==> config.mk <==
export PLATFORM = sky130hd
export DESIGN_NAME = crc8_remote_command_parser_unit
export DESIGN_NICKNAME = d
export VERILOG_FILES = /design/src/hw/rtl/crc8rcp_pkg.sv /design/src/hw/rtl/crc8_remote_command_parser_unit.sv /design/src/hw/rtl/crc8rcp_crc.sv
export SDC_FILE = /design/constraint.sdc
export NUM_CORES = 1
export LEC_CHECK = 0
export BUFFER_PORTS_ARGS = -buffer_cell sky130_fd_sc_hd__buf_2
export CAP_MARGIN = 20
export CELL_PAD_IN_SITES_DETAIL_PLACEMENT = 2
export CELL_PAD_IN_SITES_GLOBAL_PLACEMENT = 2
export CORE_UTILIZATION = 39
export CTS_CLUSTER_SIZE = 24
export DETAILED_ROUTE_END_ITERATION = 10
export GPL_TIMING_DRIVEN = 0
export MAX_ROUTING_LAYER = met4
export PLACE_DENSITY_LB_ADDON = 0.1
export SLEW_MARGIN = 20
export SYNTH_ARGS = -nofsm -noshare
export SYNTH_HDL_FRONTEND = slang
export SYNTH_SLANG_ARGS = --single-unit
==> constraint.sdc <==
create_clock -name clk_i -period 2.6 [get_ports clk_i]
set_input_delay 0.39 -clock clk_i [delete_from_list [all_inputs] [get_ports clk_i]]
set_output_delay 0.39 -clock clk_i [all_outputs]
set_load 0.01 [all_outputs]
==> src/hw/rtl/crc8rcp_pkg.sv <==
`timescale 1ns / 1ps
package crc8rcp_pkg;

  // Frame buffer geometry
  localparam int MaxFrame = 8;
  localparam int IdxW     = $clog2(MaxFrame);
  localparam int CntW     = $clog2(MaxFrame + 1);
  localparam int FrameLen = 6;

  // Frame markers and CRC polynomial
  localparam logic [7:0] CrcPoly = 8'h31;
  localparam logic [7:0] HdrCmd  = 8'hEE;
  localparam logic [7:0] HdrJoy  = 8'hCC;
  localparam logic [7:0] Mark02  = 8'h02;
  localparam logic [7:0] TailFf  = 8'hFF;

  // Configuration register indexes
  localparam logic [1:0] CfgSpeed  = 2'd0;
  localparam logic [1:0] CfgSwitch = 2'd1;
  localparam logic [1:0] CfgHold   = 2'd2;

  // Bytes covered by the check, minus one
  localparam logic [2:0] CmdLastByte = 3'd3;
  localparam logic [2:0] JoyLastByte = 3'd4;

  typedef struct packed {
    logic       start;
    logic [2:0] last_idx;
  } crc_req_t;

  typedef struct packed {
    logic       busy;
    logic       done;
    logic [2:0] idx;
  } crc_rsp_t;

endpackage

==> src/hw/rtl/crc8_remote_command_parser_unit.sv <==
// Result: a completed command or joystick frame shows its result once the CRC check over
//   its bytes finishes; other bytes give no result.
// Throughput: one byte per cycle while no check runs; the bit-serial CRC unit (one bit a
//   cycle over 4 or 5 bytes) holds input off from a frame's last byte until the check is done,
//   and a frame's sixth byte waits as long as the previous result has not been taken.
// Reset: asynchronous, active low; idle, no frame open, codes back to 7, 8 and 9.
`timescale 1ns / 1ps
module crc8_remote_command_parser_unit (
  input  logic       clk_i,
  input  logic       rst_ni,
  input  logic       cfg_we_i,
  input  logic [1:0] cfg_idx_i,
  input  logic [7:0] cfg_data_i,
  input  logic       in_valid_i,
  output logic       in_stall_o,
  input  logic [7:0] rx_byte_i,
  output logic       out_valid_o,
  input  logic       out_stall_i,
  output logic       frame_kind_o,
  output logic       crc_ok_o,
  output logic       speed_valid_o,
  output logic [7:0] speed_value_o,
  output logic       switch_valid_o,
  output logic [7:0] switch_value_o,
  output logic       hold_start_o,
  output logic       steer_valid_o,
  output logic [7:0] steer_value_o
);

  typedef enum logic [1:0] {
    ST_IDLE = 2'b01,
    ST_CRC  = 2'b10
  } state_e;

  state_e state_q, state_d;

  logic [7:0] speed_code_q, switch_code_q, hold_code_q;
  logic [7:0] fb_q [crc8rcp_pkg::MaxFrame];
  logic [crc8rcp_pkg::CntW-1:0] count_q, count_d, wr_idx, cnt_new;
  logic       in_frame_q, in_frame_d;
  logic       kind_q, kind_d;
  logic [7:0] chk_q, chk_d;
  logic       out_valid_q;

  logic in_acc, out_acc, hdr, active, at_last, cmd_match, joy_match, ok;

  crc8rcp_pkg::crc_req_t crc_req;
  crc8rcp_pkg::crc_rsp_t crc_rsp;
  logic [7:0] crc_val;
  logic [7:0] crc_data;

  assign crc_data = fb_q[crc8rcp_pkg::IdxW'(crc_rsp.idx)];

  crc8rcp_crc u_crc (
    .clk_i  (clk_i),
    .rst_ni (rst_ni),
    .req_i  (crc_req),
    .data_i (crc_data),
    .rsp_o  (crc_rsp),
    .crc_o  (crc_val)
  );

  // Hold input while checking, and before a sixth byte while a result still waits
  assign at_last    = in_frame_q &&
                      (count_q == crc8rcp_pkg::CntW'(crc8rcp_pkg::FrameLen - 1));
  assign in_stall_o = (state_q != ST_IDLE) || (out_valid_q && at_last);
  assign in_acc     = in_valid_i && !in_stall_o;
  assign out_acc    = out_valid_q && !out_stall_i;

  assign hdr       = (rx_byte_i == crc8rcp_pkg::HdrCmd) || (rx_byte_i == crc8rcp_pkg::HdrJoy);
  assign active    = in_frame_q || hdr;
  assign wr_idx    = in_frame_q ? count_q : '0;
  assign cnt_new   = wr_idx + crc8rcp_pkg::CntW'(1);
  assign cmd_match = at_last && (fb_q[0] == crc8rcp_pkg::HdrCmd) &&
                     (fb_q[1] == crc8rcp_pkg::Mark02) && (rx_byte_i == crc8rcp_pkg::TailFf);
  assign joy_match = at_last && (fb_q[0] == crc8rcp_pkg::HdrJoy) &&
                     (fb_q[3] == crc8rcp_pkg::Mark02);

  always_comb begin
    state_d          = state_q;
    count_d          = count_q;
    in_frame_d       = in_frame_q;
    kind_d           = kind_q;
    chk_d            = chk_q;
    crc_req.start    = 1'b0;
    crc_req.last_idx = crc8rcp_pkg::CmdLastByte;
    unique case (state_q)
      ST_IDLE: begin
        if (in_acc && active) begin
          priority if (cmd_match) begin
            in_frame_d       = 1'b0;
            kind_d           = 1'b0;
            chk_d            = fb_q[4];
            crc_req.start    = 1'b1;
            crc_req.last_idx = crc8rcp_pkg::CmdLastByte;
            state_d          = ST_CRC;
          end else if (joy_match) begin
            in_frame_d       = 1'b0;
            kind_d           = 1'b1;
            chk_d            = rx_byte_i;
            crc_req.start    = 1'b1;
            crc_req.last_idx = crc8rcp_pkg::JoyLastByte;
            state_d          = ST_CRC;
          end else if (cnt_new >= crc8rcp_pkg::CntW'(crc8rcp_pkg::MaxFrame)) begin
            // drop an unmatched frame once the buffer is full
            in_frame_d = 1'b0;
          end else begin
            in_frame_d = 1'b1;
            count_d    = cnt_new;
          end
        end
      end
      ST_CRC: begin
        if (crc_rsp.done) begin
          state_d = ST_IDLE;
        end
      end
      default: state_d = ST_IDLE;
    endcase
  end

  assign ok = (crc_val == chk_q);

  always_ff @(posedge clk_i or negedge rst_ni) begin
    if (!rst_ni) begin
      state_q       <= ST_IDLE;
      count_q       <= '0;
      in_frame_q    <= 1'b0;
      out_valid_q   <= 1'b0;
      speed_code_q  <= 8'd7;
      switch_code_q <= 8'd8;
      hold_code_q   <= 8'd9;
    end else begin
      state_q    <= state_d;
      count_q    <= count_d;
      in_frame_q <= in_frame_d;
      if (state_q == ST_CRC && crc_rsp.done) begin
        out_valid_q <= 1'b1;
      end else if (out_acc) begin
        out_valid_q <= 1'b0;
      end
      if (cfg_we_i) begin
        unique case (cfg_idx_i)
          crc8rcp_pkg::CfgSpeed:  speed_code_q  <= cfg_data_i;
          crc8rcp_pkg::CfgSwitch: switch_code_q <= cfg_data_i;
          crc8rcp_pkg::CfgHold:   hold_code_q   <= cfg_data_i;
          default: ;
        endcase
      end
    end
  end

  // Payload registers
  always_ff @(posedge clk_i) begin
    kind_q <= kind_d;
    chk_q  <= chk_d;
    if (in_acc && active) begin
      fb_q[wr_idx[crc8rcp_pkg::IdxW-1:0]] <= rx_byte_i;
    end
    if (state_q == ST_CRC && crc_rsp.done) begin
      frame_kind_o   <= kind_q;
      crc_ok_o       <= ok;
      speed_valid_o  <= !kind_q && ok && (fb_q[2] == speed_code_q);
      speed_value_o  <= (!kind_q && ok && (fb_q[2] == speed_code_q)) ? fb_q[3] : 8'h00;
      switch_valid_o <= !kind_q && ok && (fb_q[2] == switch_code_q);
      switch_value_o <= (!kind_q && ok && (fb_q[2] == switch_code_q)) ? fb_q[3] : 8'h00;
      hold_start_o   <= !kind_q && ok && (fb_q[2] == hold_code_q);
      steer_valid_o  <= kind_q && ok;
      steer_value_o  <= (kind_q && ok) ? fb_q[4] : 8'h00;
    end
  end

  assign out_valid_o = out_valid_q;

`ifndef SYNTHESIS
  a_start_free : assert property (@(posedge clk_i) disable iff (!rst_ni)
    crc_req.start |-> !out_valid_q)
    else $error("check started while a result still waits");
  a_count_range : assert property (@(posedge clk_i) disable iff (!rst_ni)
    in_frame_q |-> (count_q != '0) &&
                   (count_q < crc8rcp_pkg::CntW'(crc8rcp_pkg::MaxFrame)))
    else $error("byte count out of range in open frame");
  a_done_in_crc : assert property (@(posedge clk_i) disable iff (!rst_ni)
    crc_rsp.done |-> (state_q == ST_CRC))
    else $error("check finished outside the check state");
  a_out_after_done : assert property (@(posedge clk_i) disable iff (!rst_ni)
    $rose(out_valid_q) |-> $past(crc_rsp.done))
    else $error("result raised without a finished check");
`endif

endmodule

==> src/hw/rtl/crc8rcp_crc.sv <==
`timescale 1ns / 1ps
module crc8rcp_crc (
  input  logic                  clk_i,
  input  logic                  rst_ni,
  input  crc8rcp_pkg::crc_req_t req_i,
  input  logic [7:0]            data_i,
  output crc8rcp_pkg::crc_rsp_t rsp_o,
  output logic [7:0]            crc_o
);

  logic [7:0] crc_q, crc_d;
  logic [2:0] bit_q, bit_d;
  logic [2:0] idx_q, idx_d;
  logic [2:0] last_q, last_d;
  logic       run_q, run_d;
  logic       done_q, done_d;
  logic       fb;

  // One bit per cycle, MSB first
  assign fb = crc_q[7] ^ data_i[3'd7 - bit_q];

  always_comb begin
    crc_d  = crc_q;
    bit_d  = bit_q;
    idx_d  = idx_q;
    last_d = last_q;
    run_d  = run_q;
    done_d = 1'b0;
    if (req_i.start) begin
      crc_d  = 8'h00;
      bit_d  = 3'd0;
      idx_d  = 3'd0;
      last_d = req_i.last_idx;
      run_d  = 1'b1;
    end else if (run_q) begin
      crc_d = {crc_q[6:0], 1'b0} ^ (fb ? crc8rcp_pkg::CrcPoly : 8'h00);
      bit_d = bit_q + 3'd1;
      if (bit_q == 3'd7) begin
        if (idx_q == last_q) begin
          run_d  = 1'b0;
          done_d = 1'b1;
        end else begin
          idx_d = idx_q + 3'd1;
        end
      end
    end
  end

  always_ff @(posedge clk_i or negedge rst_ni) begin
    if (!rst_ni) begin
      run_q  <= 1'b0;
      done_q <= 1'b0;
      bit_q  <= 3'd0;
      idx_q  <= 3'd0;
    end else begin
      run_q  <= run_d;
      done_q <= done_d;
      bit_q  <= bit_d;
      idx_q  <= idx_d;
    end
  end

  always_ff @(posedge clk_i) begin
    crc_q  <= crc_d;
    last_q <= last_d;
  end

  assign rsp_o.busy = run_q;
  assign rsp_o.done = done_q;
  assign rsp_o.idx  = idx_q;
  assign crc_o      = crc_q;

endmodule
-- Word-level counts from Yosys, hierarchy flattened
Memory sizes are Yosys's and may differ from the RTL's.
Index checks and enable logic that the tools add are counted.
- output and inout bits: 32
- register bits: 90
- memories kept: 1
- input port bits: 23
- bits in writable memories: 64
- logic and storage cells: 134
- order comparisons: 2
- reduce and logical (&&, ||, !) cells: 36
- bitwise logic cells: 7
- mux-type cells: 37
- add/sub/neg operators: 4
- equal/unequal tests: 23
- memories (name ; words ; bits a word ; rd ports ; clocked after memory_dff ; write ports ; line ; RTL):
    fb_q ; 8 ; 8 ; 6 ; 0 ; 1 ; crc8_remote_command_parser_unit.sv:38 ; logic [7:0] fb_q [crc8rcp_pkg::MaxFrame];
- operators by type and width (cell ; count):
    8-bit equality test, second input constant ; 5
    8-bit equality test ; 4
    4-bit 2-to-1 mux ; 5
    3-bit 2-to-1 mux ; 6
    1-bit 2-to-1 mux ; 17
    8-bit by 2-bit equality test with 1-bit output, second input constant ; 2
    1-bit logical AND ; 16
    8-bit 2-to-1 mux ; 2
    3-bit AND reduction ; 3
    2-bit 2-to-1 mux ; 4
    2-bit AND reduction ; 4
    2-bit nonzero test ; 4
    8-bit XOR ; 1
    3-bit by 1-bit adder with 3-bit output, second input constant ; 2
    6-bit 2-to-1 mux ; 1
    1-bit inverter ; 5
    5-bit AND reduction ; 1
    4-bit by 1-bit adder with 4-bit output, second input constant ; 1
    2-bit by 1-bit equality test with 1-bit output, second input constant ; 2
    2-bit equality test, second input constant ; 2
    4-bit by 3-bit equality test with 1-bit output, second input constant ; 1
    4-bit greater-or-equal comparator, second input constant ; 1
    3-bit by 4-bit less-than comparator with 1-bit output, second input constant ; 1
    2-bit by 1-bit inequality test with 1-bit output, second input constant ; 2
    other kinds (12) ; 17

-- Longest topological paths before layout
Gate-level depths: netlist of run 1.
- depth after elaboration: 11
- gate-level depth with buffers: 8

-- Modules after synthesis
A second synthesis of run 1 with hierarchy kept.
- cells, all modules: 412
- area, all modules: 6729.0 um^2
- by module, submodules not included (module ; area each (um^2) ; instances ; cells an instance):
    crc8_remote_command_parser_unit ; 5834.3 ; 1 ; 339
    crc8rcp_crc ; 894.6 ; 1 ; 73

-- Worst setup path after synthesis of run 1
OpenSTA, ideal clock, no wires.
- path type: register to register
- from: reg in_frame_q
- to: mem fb_q[2][0] (enable)
- cell stages (with the launch flop): 6
- arrival time: 2250 ps
- slack: -44 ps
- cells stage by stage: dfrtp_1 clkbuf_1 and4b_1 a311oi_1 nand3b_1 nor4_1
- longest elaborated chain between the ends: 8
- ends and longest elaborated chain (element ; line ; RTL):
    from (decl) ; crc8_remote_command_parser_unit.sv:40 ; logic in_frame_q, in_frame_d;
    from (signal assigned) ; crc8_remote_command_parser_unit.sv:136 ; in_frame_q <= in_frame_d;
    1-bit logical AND ; crc8_remote_command_parser_unit.sv:64 ; assign at_last = in_frame_q &&
    1-bit logical AND ; crc8_remote_command_parser_unit.sv:66 ; assign in_stall_o = (state_q != ST_IDLE) || (out_valid_q && at_last);
    1-bit logical OR ; crc8_remote_command_parser_unit.sv:66 ;
    1-bit logical NOT ; crc8_remote_command_parser_unit.sv:67 ; assign in_acc = in_valid_i && !in_stall_o;
    1-bit logical AND ; crc8_remote_command_parser_unit.sv:67 ;
    1-bit logical AND ; crc8_remote_command_parser_unit.sv:157 ; if (in_acc && active) begin
    1-bit 2-to-1 mux ; crc8_remote_command_parser_unit.sv:157 ;
    1-bit 2-to-1 mux (implied by the code) ; crc8_remote_command_parser_unit.sv:158 ; fb_q[wr_idx[crc8rcp_pkg::IdxW-1:0]] <= rx_byte_i;
    to (decl) ; crc8_remote_command_parser_unit.sv:38 ;
Several ways; a longest one is shown, not always the timed one.

-- Final worst setup path of run 1
- from: reg u_crc.idx_q[1]
- to: reg u_crc.crc_q[5], in the netlist u_crc.crc_o[5]
- longest elaborated chain between the ends: 6
- ends and longest elaborated chain (element ; line ; RTL):
    from (decl) ; crc8rcp_crc.sv:13 ; logic [2:0] idx_q, idx_d;
    from (signal assigned) ; crc8rcp_crc.sv:59 ; idx_q <= idx_d;
    memory read 8 x 8 bit ; - ;
    1-bit binary-select mux with 3-bit select ; crc8rcp_crc.sv:20 ; assign fb = crc_q[7] ^ data_i[3'd7 - bit_q];
    1-bit 2-to-1 mux (implied by the code) ; crc8rcp_crc.sv:20 ;
    1-bit XOR ; crc8rcp_crc.sv:20 ;
    6-bit 2-to-1 mux ; crc8rcp_crc.sv:36 ; crc_d = {crc_q[6:0], 1'b0} ^ (fb ? crc8rcp_pkg::CrcPoly : 8'h00);
    8-bit XOR ; crc8rcp_crc.sv:36 ;
    to (signal assigned) ; crc8rcp_crc.sv:64 ; crc_q <= crc_d;
    to (decl) ; crc8rcp_crc.sv:11 ; logic [7:0] crc_q, crc_d;
Every way passes these cells. The select of a mux whose other input is x is not followed.
A chain may end at the register's enable or synchronous reset.

==> impl_results.md, run 1 <==
- Outcome: complete, but fails checks
- Failing checks: setup timing
- Reg-to-Reg Start: u_crc.idx_q[1]
- Die H: 132 µm
- Main synth FF type: edfxtp_1
- Clk_skew: slightly below 9 ps
- CP Max Fanout: 6
- Die ar.: 0.0175 mm²
- CTS H-tree lvls: 4
- Seq/Total Area, Yosys: between 60% and 70%
- Antenna viol nets, final: 0
- Iteration count of the initial detailed-routing pass: 4
- Die width: about 130 µm
- Layout Area Growth over Synthesis: 23.0%
- Placed inst area: 0.00721 mm²
- Worst EP arrival: around 3000 ps
- Number of DRC markers in iteration 0: 289
- Crit-path cells: buf_6 -> mux4_2 -> mux2_4 -> a22o_4 -> or4b_4 -> a311oi_2 -> nor3_2
- Layout Cells excl Fill: 756
- Critical path startpoint: u_crc.idx_q[1]
- Final WS setup: -75.7 ps
- Final setup viols: 2
- Area of the mapped netlist: between 0.006 and 0.007 mm²
- WL per Instance: 23.9 µm
- Most frequent cells in the layout: edfxtp_1, buf_2, xnor2_1
- CTS Hold Bufs: 0
- Post-Syn Area per Cell: between 15 and 20 µm²
- Fmax: about 370 MHz
- #FFs+latches synth: 153
- Post-synth EDFFs: between 100 and 150
- Placed instance count: about 710
- Port bufs: between 50 and 60
- Post-Syn Nets: 466
- WP data required: 2910 ps
- Number of global-route vias before repair: around 4.6k
- Cell area power density: 765 mW/mm²
- Pin count of the biggest net entering global routing: slightly above 40
- Delay-heaviest family, CP: multiplexers
- Unique cell type count in the Yosys netlist: 47
- Core region area: 0.0166 mm²
- Critical path's slowest cell: mux4_2
- VDD IR max: 0.440 mV
- Share of post-route cells with drive strength above 1: 35.8%
- Final worst path period share: 103%
- Post-Syn Instances: about 440
- Clock Latency Late Sink: ~430 ps
- Min Tclk post-route: 2680 ps
- Initial Util: 39.8%
- Clk root buf: clkbuf_16
- # nets final: 550
- I/O pin count: 55
- Clock sink total: 153
- Vias/cell: between 5 and 6
- Pins over their slew limit: 0
- # diodes: 0
- Critical path class: reg -> reg
- Critical Path Max Stage Delay: 530 ps
- Fill cells: 1559
- Most common cell after layout, fill and taps aside: edfxtp_1
- Total gr overflow: 0
- All-layer global routing usage: around 23%
- Design Area, Final: 0.00812 mm²
- Antenna violations before repair: 0
- First-pass GRT wire length: 27700 µm
- Pleak: 2.89 nW
- HPWL Detailed: 12700 µm
- Via count: 4097
- CTS tree: done
- Routability cong.: 0.840
- # rows: 47
- RSZ-0062 raised after global routing: true
- Headroom to the max-slew limit: 39.7%
- Clk pin slew, worst setup/hold paths: 60 ps
- Max cap viols: 0
- Routed WL: 18100 µm
- Worst Path Buf+Inv: 1
- Slew @ Worst Pin: 905 ps
- Post-synthesis async set-or-reset flop share: 26.1%
- TritonCTS Buffers: 17
- Warnings from Yosys: 0
- Hold Path Class: in -> async
- Final hold slack: 93.5 ps
- Crit start category: flop
- CP endpoint kind: flop
- Clock buffer depth: 2
- Drc violations: 0
- Final hold vios: 0
==> flip-flops by register name, indices dropped and copies added, names as in the netlist, 2 cells and up <==
register        flops
chk_q               8
count_q             4
fb_q               64
hold_code_q         8
speed_code_q        8
speed_value_o       8
state_q             2
steer_value_o       8
switch_code_q       8
switch_value_o      8
u_crc.bit_q         3
u_crc.crc_o         8
u_crc.idx_q         3
u_crc.last_q        2
==> cell families after synthesis <==
group           count (synthesis)  share of synthesized area, %
flops                         153                          65.5
simple gates                  135                          11.7
mux                            59                          12.8
xor+xnor                       38                          5.04
compound gates                 28                          2.82
buf+inv                        22                          1.42
fa+ha+maj                       4                         0.758
==> final timing paths <==
check / endpoint / slack [ps] / cells after the start
max: u_crc.crc_o[5] / -80 / 7
min: u_crc.bit_q[1] / 90 / 1
max reg2reg: u_crc.crc_o[5] / -80 / 7
min reg2reg: u_crc.crc_o[0] / 540 / 2
max in group asynchronous: count_q[0] / 1880 / 1
min in group clk_i: out_valid_o / 170 / 2
==> worst reg2reg max path, delay by kind of cell, from the launching register on <==
family                 cells  cell delay [ps]
muxes                      2              810
and+or+nand+nor            2              620
AOI/OAI and AO/OA          2              560
DFF                        1              400
buffers and inverters      1              160
==> through the flow <==
stage	worst slack [ps]	TNS (ps)	power, mW	util, %
global route	-158	-308	6.41	48.9
finish	-75.7	-145	6.21	48.9
global placement	-718	-39390	3.57	43.1
CTS	-75.2	-117	6.22	48.3
detailed placement	-611	-32000	3.64	43.5
floorplan	90.1	0	3.37	-
==> repair_timing <==
action                                  4_1_cts  5_1_grt
pin swaps                                     7        5
endpoints found under the setup margin       98       87
buffers inserted                             10        4
gates resized for setup                      31       14
==> cell usage after synthesis, types with 3 or more instances <==
master | instances | share of area (%)
and2_1 | 18 | 1.7
ha_1 | 4 | 0.76
o21ai_0 | 7 | 0.53
nor3b_1 | 3 | 0.34
inv_1 | 10 | 0.57
mux4_1 | 6 | 2.4
mux4_2 | 9 | 3.1
mux2_2 | 35 | 6.0
nand2_1 | 17 | 0.97
dfrtp_1 | 33 | 13
and4b_1 | 4 | 0.61
a22oi_1 | 4 | 0.45
and3_1 | 11 | 1.0
clkbuf_1 | 8 | 0.45
buf_2 | 3 | 0.23
mux2i_1 | 9 | 1.4
nor3_1 | 13 | 0.99
nand3_1 | 9 | 0.68
nor2_1 | 27 | 1.5
dfxtp_1 | 8 | 2.4
nor2b_1 | 3 | 0.28
a311oi_1 | 3 | 0.40
nand3b_1 | 4 | 0.45
a21oi_1 | 8 | 0.61
xnor2_1 | 36 | 4.8
edfxtp_1 | 105 | 48
nand4_1 | 12 | 1.1
dfstp_2 | 7 | 2.8
==> area by class of cell <==
cell class | count | area, µm² | area share (%)
Sequential cell | 153 | 4330 | 53.3
Multi-Input combinational cell | 264 | 2390 | 29.5
Timing Repair Buffer | 69 | 440 | 5.43
Clock buffer | 17 | 425 | 5.24
Tap cell | 220 | 275 | 3.39
Clock inverter | 15 | 164 | 2.02
Buffer | 8 | 57.6 | 0.709
Inverter | 10 | 37.5 | 0.462
==> power breakdown <==
part,leakage [nW],internal [mW],switching [mW],total [mW]
clock network,0.274,1.43,1.06,2.49
logic,1.17,0.320,0.382,0.702
registers,1.45,2.81,0.206,3.02
total,2.89,4.56,1.65,6.21
==> per-layer routing <==
layer | global-route usage (%) | vias to the layer above | part of all wire [%] | wire length (µm)
li1 | - | 1832 | - | -
met1 | 27.7 | 2172 | 43 | 7810
met2 | 37.7 | 73 | 52 | 9320
met3 | 4.04 | 20 | 3.4 | 619
met4 | 8.66 | 0 | 1.7 | 310
met5 | - | - | 0 | 0
Power figures use the tool's default switching activity.
==> inputs of run 2 (changes only) <==
--- a/config.mk
+++ b/config.mk
@@ -13,7 +13,6 @@
 export CTS_CLUSTER_SIZE = 24
 export DETAILED_ROUTE_END_ITERATION = 10
 export GPL_TIMING_DRIVEN = 0
-export MAX_ROUTING_LAYER = met4
 export PLACE_DENSITY_LB_ADDON = 0.1
 export SLEW_MARGIN = 20
 export SYNTH_ARGS = -nofsm -noshare
==> run 2 against run 1 <==
Compared with the run above:
- the flow still finishes with violations (setup timing)
- sequential power hardly changed
- final cell count unchanged
- flip-flop and latch count unchanged
- critical path depth stayed put
- critical path type unchanged
- critical endpoint unchanged
- highest routed layer unchanged
==> impl_results.md, run 2 (same netlist as run 1, synthesis figures left out) <==
- Outcome: complete, but fails checks
- Failing checks: setup timing
- I/O pin count: 55
- Iteration count of the initial detailed-routing pass: 4
- Crit start category: flop
- Worst EP arrival: 2980 ps
- Most common cell after layout, fill and taps aside: edfxtp_1
- Max cap viols: 0
- Die ar.: 0.0175 mm²
- Critical path startpoint: u_crc.idx_q[1]
- Fill cells: 1559
- Clock buffer depth: 2
- WL per Instance: 24.0 µm
- Most frequent cells in the layout: edfxtp_1, buf_2, xnor2_1
- Pleak: around 2.9 nW
- Placed inst area: 0.00721 mm²
- Total gr overflow: 0
- Initial Util: 39.8%
- Clk root buf: clkbuf_16
- Die H: 132 µm
- Core region area: about 0.017 mm²
- Critical path class: reg -> reg
- VDD IR max: 0.440 mV
- TritonCTS Buffers: 17
- Cell area power density: between 700 and 800 mW/mm²
- Clk_skew: 8.86 ps
- Number of global-route vias before repair: 4579
- Final hold slack: 95.0 ps
- Min Tclk post-route: 2680 ps
- HPWL Detailed: 12700 µm
- Number of DRC markers in iteration 0: 301
- CTS Hold Bufs: 0
- # diodes: 0
- Port bufs: 54
- CP Max Fanout: 6
- Clock sink total: 153
- Layout Area Growth over Synthesis: 23.0%
- Final hold vios: 0
- Share of post-route cells with drive strength above 1: 35.8%
- Final WS setup: -75.4 ps
- Reg-to-Reg Start: u_crc.idx_q[1]
- First-pass GRT wire length: 27700 µm
- # nets final: 550
- Vias/cell: 5.43
- Clock Latency Late Sink: 430 ps
- Design Area, Final: 0.00812 mm²
- Final setup viols: 2
- Antenna viol nets, final: 0
- Headroom to the max-slew limit: 39.2%
- CTS H-tree lvls: 4
- Fmax: 374 MHz
- Via count: slightly above 4k
- Antenna violations before repair: 0
- Hold Path Class: in -> async
- Pins over their slew limit: 0
- Final worst path period share: 103%
- Slew @ Worst Pin: 911 ps
- # rows: 47
- CTS tree: done
- Routed WL: 18100 µm
- RSZ-0062 raised after global routing: true
- Routability cong.: just over 0.8
- All-layer global routing usage: 22.0%
- Drc violations: 0
- Largest register FFs: 64
- CP endpoint kind: flop
- Die width: 132 µm
- Clk pin slew, worst setup/hold paths: approximately 60 ps
- WP data required: around 2900 ps
- Pin count of the biggest net entering global routing: 41
-- run 2: cell counts in the layout (fill, tap and decap cells not counted) --
Identical to the previous run, type by type.
-- run 2: per-layer routing --
metal / up-vias / GRT usage, % / wire length [µm]
li1: 1829 / - / -
met2: 82 / 37.7 / 9400
met1: 2173 / 27.5 / 7750
met5: - / 0 / 0
met4: 0 / 7.88 / 282
met3: 18 / 4.65 / 672
-- run 2: layout make-up --
type                       instances  area (µm²)  area share [%]
buffer                             8        57.6           0.709
timing repair buffer              69         440            5.43
inverter                          10        37.5           0.462
sequential                       153        4330            53.3
multi-input combinational        264        2390            29.5
tap                              220         275            3.39
clock inverter                    15         164            2.02
clock buffer                      17         425            5.24
-- run 2: worst max-delay path: stages (launching register included) --
cell and delay, ps:
dfrtp_1 400, buf_6 160, mux4_2 530, mux2_4 280
a22o_4 250, or4b_4 530, a311oi_2 310, nor3_2 90
-- run 2: timing repair --
item / CTS / global route
endpoints found under the setup margin: 98 / 87
buffers inserted: 10 / 4
pin swaps: 7 / 5
gates resized for setup: 31 / 14
-- run 2: metrics by stage --
step | setup slack [ps] | util [%] | instances | TNS (ps) | power, mW
finish | -75.4 | 48.9 | 756 | -148 | 6.21
global route | -158 | 48.9 | 756 | -308 | 6.42
CTS | -75.2 | 48.3 | 753 | -117 | 6.22
detailed placement | -611 | 43.5 | 714 | -32000 | 3.64
global placement | -718 | 43.1 | 713 | -39390 | 3.57
floorplan | 90.1 | - | 439 | 0 | 3.37
-- run 2: final timing paths --
path                                   to  slack [ps]  cells past startpoint
max in group asynchronous      count_q[0]        1870                      1
setup reg to reg           u_crc.crc_o[5]         -80                      7
hold / removal             u_crc.bit_q[1]          90                      1
setup / recovery           u_crc.crc_o[5]         -80                      7
min in group clk_i            out_valid_o         170                      2
hold reg to reg            hold_code_q[1]         540                      1
-- run 2: power breakdown --
group	internal [mW]	switching (mW)
clock network	1.43	1.06
logic	0.320	0.380
registers	2.81	0.206
total	4.56	1.65
